<file path="src/bst_pkg.sv">
`timescale 1ns / 1ps
`default_nettype none
// ----------------------------------------------------------------------------
// bst_pkg: shared constants, types and angle table
// Widths, CORDIC stage count and the arctangent table for the tracker.
// ----------------------------------------------------------------------------
package bst_pkg;

  localparam int ANGLE_BITS      = 16;   // 2^ANGLE_BITS units per full turn
  localparam int ATAN_ITERATIONS = 16;
  localparam int TABLE_LEN       = 24;
  localparam int STAGES          = (ATAN_ITERATIONS > TABLE_LEN) ? TABLE_LEN
                                                                 : ATAN_ITERATIONS;
  localparam int IDX_W           = $clog2(TABLE_LEN);
  localparam int GUARD_SHIFT     = 24;
  localparam int FIELD_W         = 16;
  localparam int STEP_W          = 15;
  localparam int ACC_W           = 32;
  // 16-bit input scaled by 2^24, half-turn negate and CORDIC gain (~1.65)
  localparam int XW              = FIELD_W + GUARD_SHIFT + 3;
  // signed step width: holds +/- half turn and +/- max_step with margin
  localparam int DW              = ((ANGLE_BITS + 1 > FIELD_W) ? ANGLE_BITS + 1
                                                               : FIELD_W) + 1;
  localparam int CFG_IDX_W       = 1;
  localparam int CFG_DATA_W      = 16;

  localparam logic [STEP_W-1:0]     MAX_STEP_RST     = STEP_W'(910);
  localparam logic [FIELD_W-1:0]    MOUNT_OFFSET_RST = FIELD_W'(16384);
  localparam logic [ACC_W-1:0]      ACC_HALF_TURN    = 32'h8000_0000;

  typedef enum logic [CFG_IDX_W-1:0] {
    REG_MAX_STEP     = 1'b0,
    REG_MOUNT_OFFSET = 1'b1
  } cfg_reg_t;

  // data handed from one CORDIC cell to the next
  typedef struct packed {
    logic signed [XW-1:0] x;
    logic signed [XW-1:0] y;
    logic [ACC_W-1:0]     acc;
    logic                 zero;   // dx = dy = 0, angle forced to zero
  } cell_data_t;

  // atan(2^-i) in 32-bit turn units
  function automatic logic [ACC_W-1:0] atan_turn(input logic [IDX_W-1:0] idx);
    logic [ACC_W-1:0] t;
    unique case (idx)
      5'd0:    t = 32'h2000_0000;
      5'd1:    t = 32'h12E4_051E;
      5'd2:    t = 32'h09FB_385B;
      5'd3:    t = 32'h0511_11D4;
      5'd4:    t = 32'h028B_0D43;
      5'd5:    t = 32'h0145_D7E1;
      5'd6:    t = 32'h00A2_F61E;
      5'd7:    t = 32'h0051_7C55;
      5'd8:    t = 32'h0028_BE53;
      5'd9:    t = 32'h0014_5F2F;
      5'd10:   t = 32'h000A_2F98;
      5'd11:   t = 32'h0005_17CC;
      5'd12:   t = 32'h0002_8BE6;
      5'd13:   t = 32'h0001_45F3;
      5'd14:   t = 32'h0000_A2FA;
      5'd15:   t = 32'h0000_517D;
      5'd16:   t = 32'h0000_28BE;
      5'd17:   t = 32'h0000_145F;
      5'd18:   t = 32'h0000_0A30;
      5'd19:   t = 32'h0000_0518;
      5'd20:   t = 32'h0000_028C;
      5'd21:   t = 32'h0000_0146;
      5'd22:   t = 32'h0000_00A3;
      5'd23:   t = 32'h0000_0051;
      default: t = '0;
    endcase
    return t;
  endfunction

endpackage
`default_nettype wire

</file>
<file path="src/bst_cordic_cell.sv">
`timescale 1ns / 1ps
`default_nettype none
// ----------------------------------------------------------------------------
// bst_cordic_cell: one vectoring CORDIC iteration
// Rotates toward y = 0 by atan(2^-idx) and registers the result for the next cell.
// ----------------------------------------------------------------------------
module bst_cordic_cell
  import bst_pkg::*;
(
  input  wire logic             clk,
  input  wire logic             rst_n,
  input  wire logic             adv,
  input  wire logic [IDX_W-1:0] stage_idx,
  input  wire logic             vld_in,
  input  wire cell_data_t       d_in,
  output logic                  vld_out,
  output cell_data_t            d_out
);

  logic                 vld_r;
  cell_data_t           d_r;
  cell_data_t           d_nxt;
  logic signed [XW-1:0] xs;
  logic signed [XW-1:0] ys;
  logic [ACC_W-1:0]     ang;

  always_comb begin
    xs  = d_in.x >>> stage_idx;   // floor shift
    ys  = d_in.y >>> stage_idx;
    ang = atan_turn(stage_idx);
    d_nxt.zero = d_in.zero;
    if (!d_in.y[XW-1]) begin
      d_nxt.x   = d_in.x + ys;
      d_nxt.y   = d_in.y - xs;
      d_nxt.acc = d_in.acc + ang;
    end else begin
      d_nxt.x   = d_in.x - ys;
      d_nxt.y   = d_in.y + xs;
      d_nxt.acc = d_in.acc - ang;
    end
  end

  always_ff @(posedge clk) begin
    if (!rst_n) begin
      vld_r <= 1'b0;
    end else if (adv) begin
      vld_r <= vld_in;
    end
  end

  always_ff @(posedge clk) begin
    if (adv) begin
      d_r <= d_nxt;
    end
  end

  assign vld_out = vld_r;
  assign d_out   = d_r;

endmodule
`default_nettype wire

</file>
<file path="config.mk">
export PLATFORM = sky130hd
export DESIGN_NAME = bst_cordic_cell
export DESIGN_NICKNAME = d
export VERILOG_FILES = /design/src/bst_pkg.sv /design/src/bst_cordic_cell.sv
export SDC_FILE = /design/constraint.sdc
export NUM_CORES = 1
export LEC_CHECK = 0
export ABC_CLOCK_PERIOD_IN_PS = 9300
export BUFFER_PORTS_ARGS = -buffer_cell sky130_fd_sc_hd__buf_2
export CORE_UTILIZATION = 25
export CTS_BUF_LIST = sky130_fd_sc_hd__clkbuf_4 sky130_fd_sc_hd__clkbuf_8 sky130_fd_sc_hd__clkbuf_16
export CTS_CLUSTER_DIAMETER = 80
export CTS_CLUSTER_SIZE = 8
export DETAILED_ROUTE_END_ITERATION = 8
export PLACE_DENSITY_LB_ADDON = 0.08
export SYNTH_ARGS = -nofsm -noshare
export SYNTH_HDL_FRONTEND = slang
export SYNTH_SLANG_ARGS = --single-unit
</file>
<file path="constraint.sdc">
create_clock -name clk -period 9.3 [get_ports clk]
set_clock_uncertainty 0.2 [all_clocks]
set_input_delay 0.93 -clock clk [delete_from_list [all_inputs] [get_ports clk]]
set_output_delay 0.93 -clock clk [all_outputs]
set_load 0.05 [all_outputs]
</file>
==> results of run 1 <==
==> state kept, by name, summed over array words and instances (netlist names) <==
signal,cells
d_out,119
vld_out,1
==> worst paths after layout <==
path / cells past startpoint / from / slack [ns] / end
setup / recovery: 23 / stage_idx[0] / 1.23 / d_out[117]
hold / removal: 2 / vld_out / 0.32 / vld_out
setup reg to reg: 2 / vld_out / 8.52 / vld_out
hold reg to reg: 2 / vld_out / 0.32 / vld_out
==> metal layers <==
metal / global-route usage (%) / vias to the layer above / wire length, microns
met5: 0 / - / 0
met1: 31.13 / 9675 / 41390
met4: 8.239 / 0 / 3007
met2: 37.36 / 806 / 42940
li1: - / 8905 / -
met3: 4.032 / 124 / 5892
==> stage by stage <==
stage	worst slack, ns	hold WS, ns	cells	cell area, sq um
after detailed placement	0.8858	0.3054	3422	21750
after CTS	1.401	0.3231	3453	22310
after global routing	0.7768	0.3453	3453	22310
after global placement	1.031	0.2896	3422	21750
after floorplan	2.624	0.5429	2228	19460
final	1.234	0.3182	3454	22310
==> area by class of cell <==
cell class	count	area [sq um]	share of cell area [%]
multi-input cells	1919	14970	67.08
flip-flops and latches	120	3593	16.11
repair buffers	296	1692	7.583
well taps	1030	1289	5.777
clock buffers	17	425.4	1.907
inverters	57	214.0	0.9591
clock inverters	14	127.6	0.5721
diodes	1	2.502	0.01122
==> power breakdown <==
part | total [mW] | leakage (nW) | switching, mW | internal [mW]
registers | 0.848 | 1.17 | 0.0375 | 0.810
logic | 2.39 | 7.47 | 1.62 | 0.764
clock network | 0.674 | 0.253 | 0.308 | 0.366
total | 3.91 | 8.90 | 1.97 | 1.94
==> logic make-up after synthesis <==
group / after synthesis
flip-flops: 120
XOR/XNOR: 203
adder cells (fa/ha/maj): 138
AO/OA/AOI/OAI: 690
buffers and inverters: 189
multiplexers: 260
AND/OR/NAND/NOR: 628
==> worst reg2reg max path, stage by stage (launching register included) <==
cell	delay, ns
dfxtp_1	0.31
mux2i_1	0.11
nor2b_1	0.06
==> cell usage in the layout (no fill, tap or decap), types with 40 or more instances in the layout <==
cell / Yosys / final
buf_2: 36 / 240
inv_1: 54 / 54
edfxtp_1: 119 / 119
nor3_1: 55 / 55
a21oi_1: 197 / 197
mux4_2: 86 / 86
nor2_1: 182 / 182
nand2_1: 168 / 168
mux2i_1: 107 / 107
buf_4: 10 / 49
xor2_1: 85 / 85
a21o_1: 50 / 50
xnor2_1: 118 / 118
mux2_2: 59 / 59
ha_1: 135 / 135
a31oi_1: 40 / 40
o21ai_0: 123 / 123
==> summary.md, run 1 <==
| Metric | Value |
|---|---|
| VDD IR-drop max | `between 0.1 and 0.15 mV` |
| Post-synth top area share | `between 10% and 20%` |
| Initial Util | `between 20% and 30%` |
| Core ar. | `between 70000 and 80000 sq um` |
| Synth top area cells | `edfxtp_1 (18%), mux4_2 (10%), ha_1 (8.7%)` |
| CTS Buffer Depth | `2` |
| Routed vias/inst | `between 5 and 6` |
| Static Leak | `just under 9 nW` |
| Clock period minus worst slack | `around 8 ns` |
| Syn Inst Count | `approximately 2200` |
| Worst rel slew slack | `roughly a quarter` |
| Syn Std Cell Area | `19460 sq um` |
| Largest delay share family, worst path | `compound AO/OA/AOI/OAI gates` |
| Post-route DRC | `0` |
| Syn_nets | `around 2500` |
| Setup TNS | `0 ns` |
| Die Y | `between 200 and 300 microns` |
| Warnings, synthesis | `0` |
| Crit path launch type | `primary input` |
| Predominant post-synthesis flop cell | `edfxtp_1` |
| H-Tree Depth | `4` |
| Dpl hpwl | `~73 mm` |
| Most common cell in the netlist | `a21oi_1` |
| FP Rows | `101` |
| Vias in the first global route | `between 15000 and 20000` |
| Mux share of post-synthesis cell area | `19.35%` |
| Worst-path clk slew | `about 0.07 ns` |
| TritonCTS buffer count | `17` |
| Antenna viol nets, final | `0` |
| CTS sink cnt | `120` |
| Slowest stage delay, CP | `between 0.6 and 0.7 ns` |
| CTS root buffer | `clkbuf_16` |
| Yosys reg bits | `120` |
| Outcome | `completed` |
| Fin nets | `approximately 2700` |
| GRT Util Overall | `23.27%` |
| Critical path arrival | `8.09 ns` |
| Final Wtd Congestion | `about 1` |
| Worst path most repeated cell | `a21oi_1` |
| Crit path cell chain | `buf_6 -> buf_4 -> or2_1 -> o22a_1 -> a21oi_1 -> nor3_1 -> ha_1 -> and2_1 -> and2_1 -> a21oi_1 -> xor2_1 -> ha_1 -> a211o_1 -> nor3_1 -> nand3_1 -> and3_1 -> o41ai_1 -> a21oi_1 -> a21oi_1 -> nor3_1 -> a211o_1 -> a21oi_1 -> xnor2_1` |
| Finish-stage setup viols | `0` |
| Max Cap Violations | `0` |
| Total global routing overflow | `0` |
| Sequential share of the synthesized area | `between 15 and 20%` |
| Worst-Skew Late Latency | `approximately 0.48 ns` |
| CTS tree | `done` |
| Crit Path Class | `in2reg` |
| Via count | `between 15000 and 20000` |
| Syn Area/Cell | `approximately 8.7 sq um` |
| Iteration count of the initial detailed-routing pass | `5` |
| FILL cells | `between 8000 and 9000` |
| Synth Area in Adders | `roughly 9%` |
| Pwr dens | `~180 nW/um^2` |
| Compound-Gate Fraction of Synth Area | `a little under a quarter` |
| Crit-path slowest cell | `nor3_1` |
| CP Max Fanout | `between 70 and 80` |
| Post-synthesis xor/xnor area fraction | `around 9.1%` |
| Fin. max-slew vios | `0` |
| First-pass GRT wire length | `around 130 mm` |
| Hold bufs inserted after CTS | `0` |
| Synth Area in Simple Gates | `roughly 16%` |
| Commonest cells post-synth | `a21oi_1 (197), nor2_1 (182), nand2_1 (168)` |
| Post-synth EDFFs | `between 100 and 150` |
| Unrepaired setup endpoints after global routing | `no` |
| Die area | `78960 sq um` |
| Largest net degree at the start of global routing | `78` |
| Post-synth ARST share | `0%` |
| Area delta synth->final | `14.65%` |
| Resize count post-CTS | `0` |
| Power Total | `3.909 mW` |
| Ports | `around 250` |
| Final hold viol count | `0` |
| Required @ worst endpoint | `about 9.3 ns` |
| Slew @ Worst Pin | `~1.1 ns` |
| Die Width | `roughly 280 microns` |
| Share of layout cells above drive strength 1 | `21.21%` |
| Synth cell types | `between 90 and 100` |
| Fin crit share | `between 80% and 90%` |
| Port Buffers | `about 250` |
| Fin util | `between 20% and 30%` |
| Cell taking the most area after synthesis | `edfxtp_1` |
| Wire per inst | `about 27 microns` |
| Detailed Route WL | `between 90 and 100 mm` |
| HP Class | `reg2reg` |
| WP buf/inv | `2` |
| Initial DRC count | `about 1900` |
| Fmax | `between 100 and 150 MHz` |
| CP endpoint kind | `register` |
| Main combinational cell family by area after synthesis | `compound AO/OA/AOI/OAI gates` |
| Initial antenna violation count | `0` |
| Setup repair bufs after CTS | `0` |
No activity file was read; power rests on OpenSTA's default activity.
==> run 2, diff against run 1 <==
--- a/config.mk
+++ b/config.mk
@@ -5,6 +5,7 @@
 export SDC_FILE = /design/constraint.sdc
 export NUM_CORES = 1
 export LEC_CHECK = 0
+export ABC_AREA = 1
 export ABC_CLOCK_PERIOD_IN_PS = 9300
 export BUFFER_PORTS_ARGS = -buffer_cell sky130_fd_sc_hd__buf_2
 export CORE_UTILIZATION = 25
@@ -13,6 +14,7 @@
 export CTS_CLUSTER_SIZE = 8
 export DETAILED_ROUTE_END_ITERATION = 8
 export PLACE_DENSITY_LB_ADDON = 0.08
+export SLEW_MARGIN = 20
 export SYNTH_ARGS = -nofsm -noshare
 export SYNTH_HDL_FRONTEND = slang
 export SYNTH_SLANG_ARGS = --single-unit
==> summary.md, run 2 <==
| Metric | Value |
|---|---|
| Port Buffers | `~250` |
| Crit Path Class | `in2reg` |
| Sequential share of the synthesized area | `between 10% and 20%` |
| Initial Util | `25.33%` |
| Syn_nets | `between 3000 and 4000` |
| M3 GR Usage | `under 10%` |
| VDD IR-drop max | `around 0.12 mV` |
| Commonest non-fill, non-tap cells in the layout | `nand2_1 (986), nand3_1 (486), inv_1 (279)` |
| Iteration count of the initial detailed-routing pass | `6` |
| Initial antenna violation count | `2` |
| Largest net degree at the start of global routing | `84` |
| Multi-input logic area | `between 10000 and 15000 sq um` |
| CP Max Fanout | `42` |
| Post-Layout Cell Count | `around 4400` |
| Setup TNS | `0 ns` |
| Syn Inst Count | `3145` |
| Die Y | `roughly 280 microns` |
| Final hold viol count | `0` |
| Post-DP Area | `~21000 sq um` |
| Crit path launch type | `primary input` |
| Slowest stage delay, CP | `about 0.67 ns` |
| Synth top area cells | `nand2_1 (19%), edfxtp_1 (19%), nand3_1 (13%)` |
| Resize count post-CTS | `0` |
| Finish-stage setup viols | `0` |
| Die area | `around 78000 sq um` |
| CTS tree | `done` |
| Fin nets | `between 3000 and 4000` |
| CP endpoint kind | `register` |
| Required @ worst endpoint | `around 9.3 ns` |
| Core ar. | `roughly 76000 sq um` |
| Post-route DRC | `0` |
| TritonCTS buffer count | `17` |
| Fmax | `144.5 MHz` |
| Grt met1 use | `approximately a third` |
| Static Leak | `~11 nW` |
| Dpl hpwl | `a little under 80 mm` |
| Syn Area/Cell | `~6 sq um` |
| Predominant post-synthesis flop cell | `edfxtp_1` |
| Post-synth EDFFs | `about 120` |
| CTS root buffer | `clkbuf_16` |
| Share of layout cells above drive strength 1 | `between 10% and 20%` |
| Wire per inst | `~21 microns` |
| Ports | `approximately 250` |
| Antenna viol nets, final | `0` |
| Worst-path clk slew | `about 0.08 ns` |
| Final Wtd Congestion | `roughly 0.95` |
| Register Area | `~3600 sq um` |
| Placed insts | `between 4000 and 5000` |
| Max Cap Violations | `0` |
| Largest register FFs | `about 120` |
| Most common cell in the netlist | `nand2_1` |
| Worst rel slew slack | `24.73%` |
| Via count | `between 20000 and 25000` |
| Slew @ Worst Pin | `1.129 ns` |
| Setup repair bufs after CTS | `0` |
| Cell taking the most area after synthesis | `nand2_1` |
| Fin crit share | `around three quarters` |
| Most used routing layer | `met2` |
| Commonest cells post-synth | `nand2_1 (986), nand3_1 (486), inv_1 (279)` |
| Vias in the first global route | `approximately 21000` |
| Final instance area | `roughly 22000 sq um` |
| Total global routing overflow | `0` |
| Power Total | `3.983 mW` |
| Worst-Skew Late Latency | `approximately 0.49 ns` |
| FILL cells | `8753` |
| Warnings, synthesis | `0` |
| Detailed Route WL | `92.93 mm` |
| Die Width | `279.6 microns` |
| Clock period minus worst slack | `slightly below 7 ns` |
| Syn Std Cell Area | `just under 20000 sq um` |
| Unrepaired setup endpoints after global routing | `no` |
| Post-synth top area share | `slightly below 20%` |
| Initial DRC count | `1914` |
| Critical path arrival | `6.95 ns` |
| Yosys reg bits | `120` |
| Commonest non-fill, non-tap cell in the layout | `nand2_1` |
| GRT Util Overall | `23.47%` |
| Min Hold Slack | `roughly 0.34 ns` |
| Outcome | `completed` |
| Hold bufs inserted after CTS | `0` |
| HP Class | `reg2reg` |
| CTS sink cnt | `120` |
| Post-synth ARST share | `0%` |
| GR Util met2 | `approximately 38%` |
| FP Rows | `between 100 and 150` |
| Synth cell types | `62` |
| H-Tree Depth | `4` |
| Routed vias/inst | `roughly 5.0` |
| Crit-path slowest cell | `buf_2` |
| Area delta synth->final | `13.29%` |
| Pwr dens | `182.5 nW/um^2` |
| CTS Buffer Depth | `2` |
| First-pass GRT wire length | `136.9 mm` |
| Fin. max-slew vios | `0` |
==> run 2: cell count changes in the layout (fill, tap and decap cells not counted), moves of 34 or more <==
cell / before / now
nand2_1: 168 / 986
nand3_1: 35 / 486
inv_1: 54 / 279
mux2i_1: 107 / 0
mux4_2: 86 / 0
nor2_1: 182 / 262
mux2_2: 59 / 0
xnor2_1: 118 / 65
a21o_1: 50 / 7
nor3_1: 55 / 18
xor2_1: 85 / 122
nor2b_1: 34 / 0
==> run 2: final timing paths <==
path	cells past startpoint	slack [ns]	from	end
worst max-delay path	27	2.38	stage_idx[1]	d_out[68]
worst min-delay path	2	0.34	vld_out	vld_out
worst min register to register	2	0.34	vld_out	vld_out
worst max register to register	2	8.45	vld_out	vld_out
==> run 2: per-layer routing <==
metal	wire length, microns	share of wire (%)	up-vias
met5	0	0	-
met4	1269	1.4	0
met3	4377	4.7	56
met2	42120	45	637
met1	45170	49	10440
li1	-	-	10790
==> run 2: cell families (layout without fill, tap and decap cells) <==
kind of cell    count (synthesis)  count (layout)  share of synthesized area [%]
fa+ha+maj                     138             138                          9.078
xor+xnor                      187             187                          8.500
other cells                     0               1                              0
compound gates                436             436                          13.20
simple gates                 1843            1843                          40.68
flops                         120             120                          18.65
buf+inv                       421             610                          9.896
==> run 2: layout make-up <==
type / instances / area share, %
clock inverter: 15 / 0.8311
timing repair buffer: 265 / 6.333
clock buffer: 17 / 1.949
multi-input combinational: 2604 / 63.07
sequential: 120 / 16.46
tap: 1030 / 5.904
antenna: 1 / 0.01146
inverter: 313 / 5.439
==> run 2: worst max-delay path, delay by kind of cell <==
family	cells	cell delay, ns
AO/OA/AOI/OAI	8	1.98
buffers and inverters	5	1.62
AND/OR/NAND/NOR	10	1.37
adder cells (fa/ha/maj)	2	0.57
XOR/XNOR	2	0.41
==> run 2: metrics by stage <==
stage	utilization [%]	setup slack, ns
after floorplan	-	4.264
after global placement	27.89	1.893
after detailed placement	27.89	1.899
after CTS	28.69	2.442
after global routing	28.69	1.826
final	28.69	2.382
==> run 2: power by group <==
group	internal, mW	total, mW	switching, mW
combinational	0.633	2.40	1.76
sequential	0.811	0.848	0.0375
clock	0.406	0.738	0.332
total	1.85	3.98	2.13
